$ cat src/sv/fpr_pkg.sv
`timescale 1ns / 1ps

package fpr_pkg;

  // frame geometry
  localparam int MAX_PAYLOAD    = 64;
  localparam int FRAME_OVERHEAD = 6;
  localparam int PREFIX_LEN     = 4;
  localparam int FRAME_MAX      = MAX_PAYLOAD + FRAME_OVERHEAD;

  // field widths
  localparam int BYTE_W = 8;
  localparam int POS_W  = 7;
  localparam int IDX_W  = 7;
  localparam int REQ_W  = 2;

  // two banks of frame bytes in one memory
  localparam int MEM_DEPTH = 2 * FRAME_MAX;
  localparam int MEM_AW    = $clog2(MEM_DEPTH);

  localparam logic [POS_W-1:0] EXP_LEN_RST = POS_W'(10);

  // configuration port
  localparam int CFG_AW = 3;
  localparam int CFG_DW = 32;

  // register select, taken from paddr[2]
  localparam logic REG_HEADER_FIRST  = 1'b0;
  localparam logic REG_HEADER_SECOND = 1'b1;

  typedef enum logic [REQ_W-1:0] {
    REQ_BYTE    = 2'd0,
    REQ_RELEASE = 2'd1,
    REQ_READ    = 2'd2
  } req_t;

  typedef struct packed {
    logic [BYTE_W-1:0] first;
    logic [BYTE_W-1:0] second;
  } hdr_cfg_t;

  typedef struct packed {
    logic              wr_en;
    logic [MEM_AW-1:0] wr_addr;
    logic [BYTE_W-1:0] wr_data;
    logic              rd_en;
    logic [MEM_AW-1:0] rd_addr;
  } mem_req_t;

  typedef struct packed {
    logic             read_hit;
    logic             frame_ready;
    logic [POS_W-1:0] frame_length;
    logic             frame_done;
    logic             frame_dropped;
    logic [POS_W-1:0] parse_position;
  } result_t;

  // bank 0 holds entries 0..FRAME_MAX-1, bank 1 the next FRAME_MAX
  function automatic logic [MEM_AW-1:0] mem_addr(logic bank, logic [POS_W-1:0] idx);
    logic [MEM_AW-1:0] base;
    base = MEM_AW'(idx);
    return bank ? base + MEM_AW'(FRAME_MAX) : base;
  endfunction

endpackage

$ cat src/sv/fpr_if.sv
`timescale 1ns / 1ps

interface fpr_in_if;
  logic                       valid;
  logic                       ready;
  logic [fpr_pkg::REQ_W-1:0]  req_type;
  logic [fpr_pkg::BYTE_W-1:0] rx_byte;
  logic [fpr_pkg::IDX_W-1:0]  read_index;

  modport source (output valid, output req_type, output rx_byte, output read_index,
                  input ready);
  modport sink   (input valid, input req_type, input rx_byte, input read_index,
                  output ready);
endinterface

interface fpr_out_if;
  logic                       valid;
  logic                       ready;
  logic [fpr_pkg::BYTE_W-1:0] read_data;
  logic                       frame_ready;
  logic [fpr_pkg::POS_W-1:0]  frame_length;
  logic                       frame_done;
  logic                       frame_dropped;
  logic [fpr_pkg::POS_W-1:0]  parse_position;

  modport source (output valid, output read_data, output frame_ready, output frame_length,
                  output frame_done, output frame_dropped, output parse_position,
                  input ready);
  modport sink   (input valid, input read_data, input frame_ready, input frame_length,
                  input frame_done, input frame_dropped, input parse_position,
                  output ready);
endinterface

$ cat src/sv/fpr_cfg_regs.sv
`timescale 1ns / 1ps

module fpr_cfg_regs (
  input  logic                       clk,
  input  logic                       rst_n,
  input  logic                       psel,
  input  logic                       penable,
  input  logic                       pwrite,
  input  logic [fpr_pkg::CFG_AW-1:0] paddr,
  input  logic [fpr_pkg::CFG_DW-1:0] pwdata,
  output logic [fpr_pkg::CFG_DW-1:0] prdata,
  output logic                       pready,
  output fpr_pkg::hdr_cfg_t          hdr_cfg
);

  localparam logic REG_SEL_FIRST  = fpr_pkg::REG_HEADER_FIRST;
  localparam logic REG_SEL_SECOND = fpr_pkg::REG_HEADER_SECOND;

  fpr_pkg::hdr_cfg_t hdr_r, hdr_nxt;
  logic              wr_fire;

  assign pready  = 1'b1;
  assign wr_fire = psel && penable && pwrite && pready;
  assign hdr_cfg = hdr_r;

  // word aligned bus: byte lane bits of paddr do not take part in the decode
  always_comb begin
    hdr_nxt = hdr_r;
    prdata  = '0;
    unique case (paddr[2])
      REG_SEL_FIRST: begin
        prdata[fpr_pkg::BYTE_W-1:0] = hdr_r.first;
        if (wr_fire) begin
          hdr_nxt.first = pwdata[fpr_pkg::BYTE_W-1:0];
        end
      end
      REG_SEL_SECOND: begin
        prdata[fpr_pkg::BYTE_W-1:0] = hdr_r.second;
        if (wr_fire) begin
          hdr_nxt.second = pwdata[fpr_pkg::BYTE_W-1:0];
        end
      end
      default: begin
        prdata = '0;
      end
    endcase
  end

  always_ff @(posedge clk) begin
    if (!rst_n) begin
      hdr_r <= '0;
    end else begin
      hdr_r <= hdr_nxt;
    end
  end

endmodule

$ cat src/sv/fpr_parser.sv
`timescale 1ns / 1ps

module fpr_parser (
  input  logic                       clk,
  input  logic                       rst_n,
  input  logic                       accept,
  input  logic [fpr_pkg::REQ_W-1:0]  req_type,
  input  logic [fpr_pkg::BYTE_W-1:0] rx_byte,
  input  logic [fpr_pkg::IDX_W-1:0]  read_index,
  input  fpr_pkg::hdr_cfg_t          hdr_cfg,
  output fpr_pkg::mem_req_t          mem_req,
  output fpr_pkg::result_t           result
);

  localparam int FRAME_MAX = fpr_pkg::FRAME_MAX;
  localparam int POS_W     = fpr_pkg::POS_W;

  logic [POS_W-1:0]     pos_r, pos_nxt;
  logic [POS_W-1:0]     exp_r, exp_nxt;
  logic [POS_W-1:0]     hlen_r, hlen_nxt;
  // per entry: which bank holds the handed-off byte
  logic [FRAME_MAX-1:0] owner_r, owner_nxt;
  logic [FRAME_MAX-1:0] flip_mask;
  logic [POS_W-1:0]     pos_inc;
  logic                 prefix_ok;
  logic                 done;
  logic                 dropped;
  logic                 read_hit;

  assign pos_inc = pos_r + 1'b1;

  // entries below the completed length change hands on handoff
  always_comb begin
    for (int i = 0; i < FRAME_MAX; i++) begin
      flip_mask[i] = (POS_W'(i) < pos_inc);
    end
  end

  always_comb begin
    prefix_ok = ((pos_r == POS_W'(0)) && (rx_byte == hdr_cfg.first))  ||
                ((pos_r == POS_W'(1)) && (rx_byte == hdr_cfg.second)) ||
                (pos_r == POS_W'(2)) ||
                ((pos_r == POS_W'(3)) && (rx_byte <= fpr_pkg::BYTE_W'(fpr_pkg::MAX_PAYLOAD)));
  end

  always_comb begin
    pos_nxt   = pos_r;
    exp_nxt   = exp_r;
    hlen_nxt  = hlen_r;
    owner_nxt = owner_r;
    done      = 1'b0;
    dropped   = 1'b0;
    read_hit  = 1'b0;
    mem_req   = '0;
    // assembly always lands in the bank the handoff copy does not use
    mem_req.wr_addr = fpr_pkg::mem_addr(~owner_r[pos_r], pos_r);
    mem_req.wr_data = rx_byte;
    if (accept) begin
      case (fpr_pkg::req_t'(req_type))
        fpr_pkg::REQ_BYTE: begin
          if (pos_r < POS_W'(fpr_pkg::PREFIX_LEN)) begin
            if (prefix_ok) begin
              mem_req.wr_en = 1'b1;
              pos_nxt       = pos_inc;
              if (pos_r == POS_W'(3)) begin
                exp_nxt = POS_W'(rx_byte) + POS_W'(fpr_pkg::FRAME_OVERHEAD);
              end
            end else begin
              pos_nxt = '0;
            end
          end else if ((pos_r < exp_r) && (pos_r < POS_W'(FRAME_MAX))) begin
            mem_req.wr_en = 1'b1;
            pos_nxt       = pos_inc;
            if (pos_inc >= exp_r) begin
              pos_nxt = '0;
              if (hlen_r == '0) begin
                hlen_nxt  = pos_inc;
                owner_nxt = owner_r ^ flip_mask;
                done      = 1'b1;
              end else begin
                dropped = 1'b1;
              end
            end
          end
        end
        fpr_pkg::REQ_RELEASE: begin
          hlen_nxt = '0;
        end
        fpr_pkg::REQ_READ: begin
          if (read_index < fpr_pkg::IDX_W'(FRAME_MAX)) begin
            read_hit        = 1'b1;
            mem_req.rd_en   = 1'b1;
            mem_req.rd_addr = fpr_pkg::mem_addr(owner_r[read_index], read_index);
          end
        end
        default: begin
          read_hit = 1'b0;
        end
      endcase
    end
  end

  always_comb begin
    result.read_hit       = read_hit;
    result.frame_ready    = (hlen_nxt != '0);
    result.frame_length   = hlen_nxt;
    result.frame_done     = done;
    result.frame_dropped  = dropped;
    result.parse_position = pos_nxt;
  end

  always_ff @(posedge clk) begin
    if (!rst_n) begin
      pos_r   <= '0;
      exp_r   <= fpr_pkg::EXP_LEN_RST;
      hlen_r  <= '0;
      owner_r <= '0;
    end else begin
      pos_r   <= pos_nxt;
      exp_r   <= exp_nxt;
      hlen_r  <= hlen_nxt;
      owner_r <= owner_nxt;
    end
  end

endmodule

$ cat src/sv/fpr_frame_mem.sv
`timescale 1ns / 1ps

module fpr_frame_mem (
  input  logic                       clk,
  input  fpr_pkg::mem_req_t          mem_req,
  output logic [fpr_pkg::BYTE_W-1:0] rd_data
);

  logic [fpr_pkg::BYTE_W-1:0] mem [fpr_pkg::MEM_DEPTH];
  logic [fpr_pkg::BYTE_W-1:0] rd_r;

  assign rd_data = rd_r;

  always_ff @(posedge clk) begin
    if (mem_req.wr_en) begin
      mem[mem_req.wr_addr] <= mem_req.wr_data;
    end
  end

  always_ff @(posedge clk) begin
    if (mem_req.rd_en) begin
      rd_r <= mem[mem_req.rd_addr];
    end
  end

endmodule

$ cat src/sv/fpr_out_stage.sv
`timescale 1ns / 1ps

module fpr_out_stage (
  input  logic                       clk,
  input  logic                       rst_n,
  input  logic                       accept,
  input  fpr_pkg::result_t           result,
  input  logic [fpr_pkg::BYTE_W-1:0] rd_data,
  output logic                       in_ready,
  fpr_out_if.source                  out_chan
);

  // stage 1 waits for the memory read, stage 2 is the output register
  logic                       s1_valid_r, s1_valid_nxt;
  fpr_pkg::result_t           s1_res_r;
  logic                       out_valid_r, out_valid_nxt;
  fpr_pkg::result_t           out_res_r;
  logic [fpr_pkg::BYTE_W-1:0] out_data_r;
  logic                       s1_adv;

  assign s1_adv   = s1_valid_r && (!out_valid_r || out_chan.ready);
  assign in_ready = !s1_valid_r || s1_adv;

  always_comb begin
    s1_valid_nxt = s1_valid_r;
    if (accept) begin
      s1_valid_nxt = 1'b1;
    end else if (s1_adv) begin
      s1_valid_nxt = 1'b0;
    end
    out_valid_nxt = out_valid_r;
    if (s1_adv) begin
      out_valid_nxt = 1'b1;
    end else if (out_chan.ready) begin
      out_valid_nxt = 1'b0;
    end
  end

  always_ff @(posedge clk) begin
    if (!rst_n) begin
      s1_valid_r  <= 1'b0;
      out_valid_r <= 1'b0;
    end else begin
      s1_valid_r  <= s1_valid_nxt;
      out_valid_r <= out_valid_nxt;
    end
  end

  always_ff @(posedge clk) begin
    if (accept) begin
      s1_res_r <= result;
    end
    if (s1_adv) begin
      out_res_r  <= s1_res_r;
      out_data_r <= s1_res_r.read_hit ? rd_data : '0;
    end
  end

  assign out_chan.valid          = out_valid_r;
  assign out_chan.read_data      = out_data_r;
  assign out_chan.frame_ready    = out_res_r.frame_ready;
  assign out_chan.frame_length   = out_res_r.frame_length;
  assign out_chan.frame_done     = out_res_r.frame_done;
  assign out_chan.frame_dropped  = out_res_r.frame_dropped;
  assign out_chan.parse_position = out_res_r.parse_position;

endmodule

$ cat src/sv/framed_packet_receiver_unit.sv
`timescale 1ns / 1ps
// channel   direction  handshake        word
// in_chan   in         valid / ready    req_type, rx_byte, read_index
// out_chan  out        valid / ready    read_data, frame_ready, frame_length,
//                                       frame_done, frame_dropped, parse_position
// apb       in / out   psel, penable    header_first at 0x0, header_second at 0x4
//
// one word per cycle sustained while out_chan.ready stays high; a result passes through the
// registered read of the frame memory in the read stage and then the output register
// synchronous active-low reset clears parser position, held length, bank owners, valids
// and header values, and loads the expected length with 10; frame memory is not cleared
// a stalled output holds one result in the output register and one in the read stage,
// after which in_chan.ready drops until out_chan.ready returns

module framed_packet_receiver_unit (
  input  logic                       clk,
  input  logic                       rst_n,
  fpr_in_if.sink                     in_chan,
  fpr_out_if.source                  out_chan,
  input  logic                       psel,
  input  logic                       penable,
  input  logic                       pwrite,
  input  logic [fpr_pkg::CFG_AW-1:0] paddr,
  input  logic [fpr_pkg::CFG_DW-1:0] pwdata,
  output logic [fpr_pkg::CFG_DW-1:0] prdata,
  output logic                       pready
);

  fpr_pkg::hdr_cfg_t          hdr_cfg;
  fpr_pkg::mem_req_t          mem_req;
  fpr_pkg::result_t           result;
  logic [fpr_pkg::BYTE_W-1:0] rd_data;
  logic                       in_ready;
  logic                       in_accept;

  assign in_chan.ready = in_ready;
  assign in_accept     = in_chan.valid && in_ready;

  // header match values
  fpr_cfg_regs u_cfg (
    .clk     (clk),
    .rst_n   (rst_n),
    .psel    (psel),
    .penable (penable),
    .pwrite  (pwrite),
    .paddr   (paddr),
    .pwdata  (pwdata),
    .prdata  (prdata),
    .pready  (pready),
    .hdr_cfg (hdr_cfg)
  );

  // position tracking and ping-pong bank ownership; a handoff only flips
  // the owner bits of the entries the new frame covers, so bytes past its
  // length still read back from the earlier handed-off frame
  fpr_parser u_parser (
    .clk        (clk),
    .rst_n      (rst_n),
    .accept     (in_accept),
    .req_type   (in_chan.req_type),
    .rx_byte    (in_chan.rx_byte),
    .read_index (in_chan.read_index),
    .hdr_cfg    (hdr_cfg),
    .mem_req    (mem_req),
    .result     (result)
  );

  // both banks in one memory: assembly writes one bank while software
  // reads the other, so a write and a read never hit the same entry
  fpr_frame_mem u_mem (
    .clk     (clk),
    .mem_req (mem_req),
    .rd_data (rd_data)
  );

  // read stage and output register
  fpr_out_stage u_out (
    .clk      (clk),
    .rst_n    (rst_n),
    .accept   (in_accept),
    .result   (result),
    .rd_data  (rd_data),
    .in_ready (in_ready),
    .out_chan (out_chan)
  );

endmodule
$ cat src/flat_wrapper.sv
// flat-port wrapper written by rule: the top's interface ports become plain ports
module framed_packet_receiver_unit_flat 
  (clk, rst_n, psel, penable, pwrite, paddr, pwdata, prdata, pready, in_chan_valid, in_chan_req_type, in_chan_rx_byte, in_chan_read_index, in_chan_ready, out_chan_valid, out_chan_read_data, out_chan_frame_ready, out_chan_frame_length, out_chan_frame_done, out_chan_frame_dropped, out_chan_parse_position, out_chan_ready);
  fpr_in_if in_chan_i ();
  fpr_out_if out_chan_i ();
  input  logic clk;
  input  logic rst_n;
  input  logic psel;
  input  logic penable;
  input  logic pwrite;
  input  logic [fpr_pkg::CFG_AW-1:0] paddr;
  input  logic [fpr_pkg::CFG_DW-1:0] pwdata;
  output logic [fpr_pkg::CFG_DW-1:0] prdata;
  output logic pready;
  input wire logic [$bits(in_chan_i.valid)-1:0] in_chan_valid;
  input wire logic [$bits(in_chan_i.req_type)-1:0] in_chan_req_type;
  input wire logic [$bits(in_chan_i.rx_byte)-1:0] in_chan_rx_byte;
  input wire logic [$bits(in_chan_i.read_index)-1:0] in_chan_read_index;
  output wire logic [$bits(in_chan_i.ready)-1:0] in_chan_ready;
  output wire logic [$bits(out_chan_i.valid)-1:0] out_chan_valid;
  output wire logic [$bits(out_chan_i.read_data)-1:0] out_chan_read_data;
  output wire logic [$bits(out_chan_i.frame_ready)-1:0] out_chan_frame_ready;
  output wire logic [$bits(out_chan_i.frame_length)-1:0] out_chan_frame_length;
  output wire logic [$bits(out_chan_i.frame_done)-1:0] out_chan_frame_done;
  output wire logic [$bits(out_chan_i.frame_dropped)-1:0] out_chan_frame_dropped;
  output wire logic [$bits(out_chan_i.parse_position)-1:0] out_chan_parse_position;
  input wire logic [$bits(out_chan_i.ready)-1:0] out_chan_ready;
  assign in_chan_i.valid = in_chan_valid;
  assign in_chan_i.req_type = in_chan_req_type;
  assign in_chan_i.rx_byte = in_chan_rx_byte;
  assign in_chan_i.read_index = in_chan_read_index;
  assign in_chan_ready = in_chan_i.ready;
  assign out_chan_valid = out_chan_i.valid;
  assign out_chan_read_data = out_chan_i.read_data;
  assign out_chan_frame_ready = out_chan_i.frame_ready;
  assign out_chan_frame_length = out_chan_i.frame_length;
  assign out_chan_frame_done = out_chan_i.frame_done;
  assign out_chan_frame_dropped = out_chan_i.frame_dropped;
  assign out_chan_parse_position = out_chan_i.parse_position;
  assign out_chan_i.ready = out_chan_ready;
  framed_packet_receiver_unit u_core (.clk(clk), .rst_n(rst_n), .in_chan(in_chan_i), .out_chan(out_chan_i), .psel(psel), .penable(penable), .pwrite(pwrite), .paddr(paddr), .pwdata(pwdata), .prdata(prdata), .pready(pready));
endmodule
$ cat config.mk
export PLATFORM = sky130hd
export DESIGN_NAME = framed_packet_receiver_unit_flat
export DESIGN_NICKNAME = d
export VERILOG_FILES = /design/src/sv/fpr_pkg.sv /design/src/sv/fpr_if.sv /design/src/sv/fpr_cfg_regs.sv /design/src/sv/fpr_parser.sv /design/src/sv/fpr_frame_mem.sv /design/src/sv/fpr_out_stage.sv /design/src/sv/framed_packet_receiver_unit.sv /design/src/flat_wrapper.sv
export SDC_FILE = /design/constraint.sdc
export NUM_CORES = 2
export LEC_CHECK = 0
export BUFFER_PORTS_ARGS = -buffer_cell sky130_fd_sc_hd__buf_2
export CAP_MARGIN = 20
export CORE_ASPECT_RATIO = 1.1
export CORE_MARGIN = 1
export CORE_UTILIZATION = 60
export CTS_CLUSTER_DIAMETER = 100
export CTS_CLUSTER_SIZE = 8
export DETAILED_ROUTE_END_ITERATION = 8
export HOLD_SLACK_MARGIN = 0.1
export PLACE_DENSITY = 0.74
export SLEW_MARGIN = 10
export SYNTH_ARGS = -nofsm -noshare
export SYNTH_HDL_FRONTEND = slang
export SYNTH_SLANG_ARGS = --single-unit
$ cat constraint.sdc
create_clock -name clk -period 5.5 [get_ports clk]
set_input_delay 1.1 -clock clk [delete_from_list [all_inputs] [get_ports clk]]
set_output_delay 1.1 -clock clk [all_outputs]
set_load 0.01 [all_outputs]
==> impl_metrics.csv <==
group,metric,value,unit
pwr,peakVddDrop,0.307,mV
cts,clock_sinks,1280,
detailed_routing,top_layer,"met5",
placed_design,place_inst,5172,
detailed_routing,wl,148,mm
critical_path,criticalPathCategory,"in -> reg",
detailed_routing,drcViolationCount,0,
detailed_routing,route.met2.wl,69.8,mm
die,ioPinCount,119,
timing,slew_viol_final,0,
synthesis,yosysTopAreaCell,"edfxtp_1",
pwr,clkPwrFrac,0.456,
global_route,grt_pass1_vias,34607,
timing,tightest_slew,1.24,ns
global_route,antenna_found_initial,5,
layout,multiInputGateArea,0.0149,mm2
synthesis,yosys_register_bits,1280,
timing,hold_violations,0,
timing,setup_viol,0,
detailed_routing,ant_nets,0,
synthesis,synth_warnings,0,
timing,fin_crit,5.21,ns
synthesis,ys_types,89,
detailed_routing,wl_met1,53.4,mm
detailed_routing,dr_total_vias,35008,
synthesis,avgSynthCellArea,14.3,um2
detailed_routing,vias_per_cell,6.47,
placed_design,numPortBuffers,67,
pwr,p_sw_frac,0.209,
pwr,power.net_switching,4.40,mW
critical_path,cp.required,6.00,ns
detailed_routing,drt_iter0_markers,4930,
synthesis,yosysMostFrequentCell,"edfxtp_1",
global_route,grt_pass1_wl,218,mm
placed_design,dp_worst_setup_slack,-0.198,ns
die,die_height,315,um
pwr,p_seq_frac,0.505,
detailed_routing,first_pass_iters,6,
timing,final.period_utilization,0.948,
synthesis,synth_area_leaders,"edfxtp_1 66%, mux4_2 5.1%, nand2_1 4.5%",
layout,finalNonFillerCells,5413,
pwr,p_per_area,337,mW/mm2
placed_design,routabilityCongestion,0.950,
timing,max_freq,192,MHz
layout,syn_to_final_growth,16.6,%
synthesis,synth_top_area_share,0.656,
global_route,grt_start_max_net_pins,103,
cts,cts_tree,"done",
global_route,overflow,0,
layout,regArea,0.0373,mm2
cts,cts_buffer_depth,3,
cts,clk-insertion-delay-late,0.76,ns
critical_path,end_kind,"flip-flop",
synthesis,synth_edf_count,1171,
die,dieArea,0.0905,mm2
detailed_routing,wl_met3,15.6,mm
global_route,grt_util_all_layers,0.331,
synthesis,yosys-top-cells-count,"1171 x edfxtp_1, 647 x nand2_1, 277 x nor2_1",
timing,skew,0.0362,ns
placed_design,hpwl,93.8,mm
min_path,hp-class,"reg -> reg",
synthesis,synth_ff_type,"edfxtp_1",
cts,tritoncts.num_buffers,178,
cts,cts-htree-levels,4,
die,core_area,0.0881,mm2
pwr,p_int,16.7,mW
cts,postCtsSetupBuffers,0,
synthesis,syn_inst,3741,
timing,setup_ws,0.289,ns
synthesis,synth_area,0.0536,mm2
cts,root_buffer,"clkbuf_16",
cts,post_cts_resized,0,
run_status,status,"complete, no violations",
cts,clk_pin_slew_worst_paths,0.05,ns
die,rows,114,
pwr,combPwrFrac,0.038,
layout,fillerInstances,5592,
die,initial_core_util,0.608,
critical_path,crit_fanout,18,
layout,drive_gt1_frac,0.203,
detailed_routing,wl_per_cell,27.4,um
synthesis,async_reset_ff_frac,0,
run,maxCapViolations,0,
layout,final_nets,4274,
timing,rsz0062_at_grt,"no",
pwr,leakage,21.7,nW
timing,relSlewSlack,0.172,
die,die_w,287,um
critical_path,arrival,5.71,ns
synthesis,yosysSeqAreaShare,0.697,
cts,hold_buffers,0,
critical_path,critPathLaunchType,"primary input",
==> power by group through the flow <==
stage                     clock network [mW]  registers (mW)  logic, mW
after floorplan                            0            10.8      0.379
after global placement                     0            10.8      0.767
after detailed placement                   0            10.8      0.784
after CTS                               9.67            10.7      0.790
after global routing                    10.0            10.6      0.840
final                                   9.62            10.7      0.806
==> layout make-up <==
class | count | area share
multi-input cells | 2209 | 0.239
clock buffers | 220 | 0.0738
clock inverters | 13 | 0.00278
well taps | 1160 | 0.0232
repair buffers | 490 | 0.0618
inverters | 33 | 0.00198
flip-flops and latches | 1280 | 0.597
diodes | 8 | 0.000320
==> state kept, by name (all words and copies together), names as in the netlist, 7 cells and up <==
register,flops
u_core.u_out.out_chan.read_data,8
u_core.u_out.out_chan.parse_position,7
u_core.u_mem.mem,1120
u_core.u_out.out_chan.frame_length,7
u_core.u_cfg.hdr_cfg,16
u_core.u_parser.exp_r,7
u_core.u_out.s1_res_r,18
u_core.u_parser.hlen_r,7
u_core.u_parser.pos_r,7
u_core.u_parser.owner_r,70
u_core.u_mem.rd_data,8
==> per-layer routing <==
| layer | up-vias | track usage |
|---|---|---|
| li1 | 15032 | - |
| met1 | 17251 | 0.424 |
| met2 | 2228 | 0.515 |
| met3 | 489 | 0.0817 |
| met4 | 8 | 0.200 |
| met5 | - | 0 |
==> through the flow <==
| stage | area [um2] | hold slack (ns) | util | power [mW] | setup TNS (ns) |
|---|---|---|---|---|---|
| finish | 62500 | 0.413 | 0.709 | 21.1 | 0 |
| global route | 62500 | 0.414 | 0.709 | 21.5 | 0 |
| CTS | 62500 | 0.415 | 0.709 | 21.1 | 0 |
| detailed placement | 57700 | 0.407 | 0.655 | 11.6 | -0.697 |
| global placement | 57700 | 0.404 | 0.654 | 11.6 | -0.521 |
| floorplan | 53700 | 0.400 | - | 11.2 | 0 |
==> cell usage in the layout (no fill, tap or decap), types with 62 or more instances in the layout <==
cell,instances
a21oi_1,114
buf_4,406
clkbuf_16,178
dfxtp_1,108
edfxtp_1,1171
mux2i_1,87
mux4_2,121
nand2_1,646
nand3_1,154
nor2_1,277
o21ai_0,62
xor2_1,65
==> final timing paths <==
| path | cells after the start | slack [ns] | endpoint | start |
|---|---|---|---|---|
| worst max-delay path | 17 | 0.29 | u_core.u_mem.rd_data[3] | in_chan_read_index[1] |
| worst min-delay path | 0 | 0.41 | u_core.u_out.out_chan.parse_position[4] | u_core.u_out.s1_res_r[4] |
| worst max register to register | 12 | 0.47 | u_core.u_mem.mem[26][4] | u_core.u_parser.pos_r[0] |
| worst min register to register | 0 | 0.41 | u_core.u_out.out_chan.parse_position[4] | u_core.u_out.s1_res_r[4] |
==> cell families after synthesis <==
family | after synthesis | share of synthesized area
and+or+nand+nor | 1302 | 0.106
DFF | 1280 | 0.697
AOI/OAI and AO/OA | 508 | 0.0659
buffers and inverters | 275 | 0.0281
muxes | 256 | 0.0826
xor gates and xnor gates | 95 | 0.0155
adders and majority gates | 23 | 0.00537
other | 2 | 0.000140
==> worst max-delay path, stage by stage <==
cell       delay [ns]
buf_2            0.13
nor2b_1          0.21
buf_4            0.17
a22o_1           0.19
o311a_1          0.38
a21o_1           0.19
a2111o_1         0.43
a21oi_4          0.43
buf_12           0.28
buf_4            0.21
buf_4            0.14
mux4_2           0.50
a22oi_1          0.16
o2111ai_1        0.28
nor3_1           0.62
buf_4            0.22
nor3_1           0.04
Note: power is estimated with default switching activity, not from simulation.
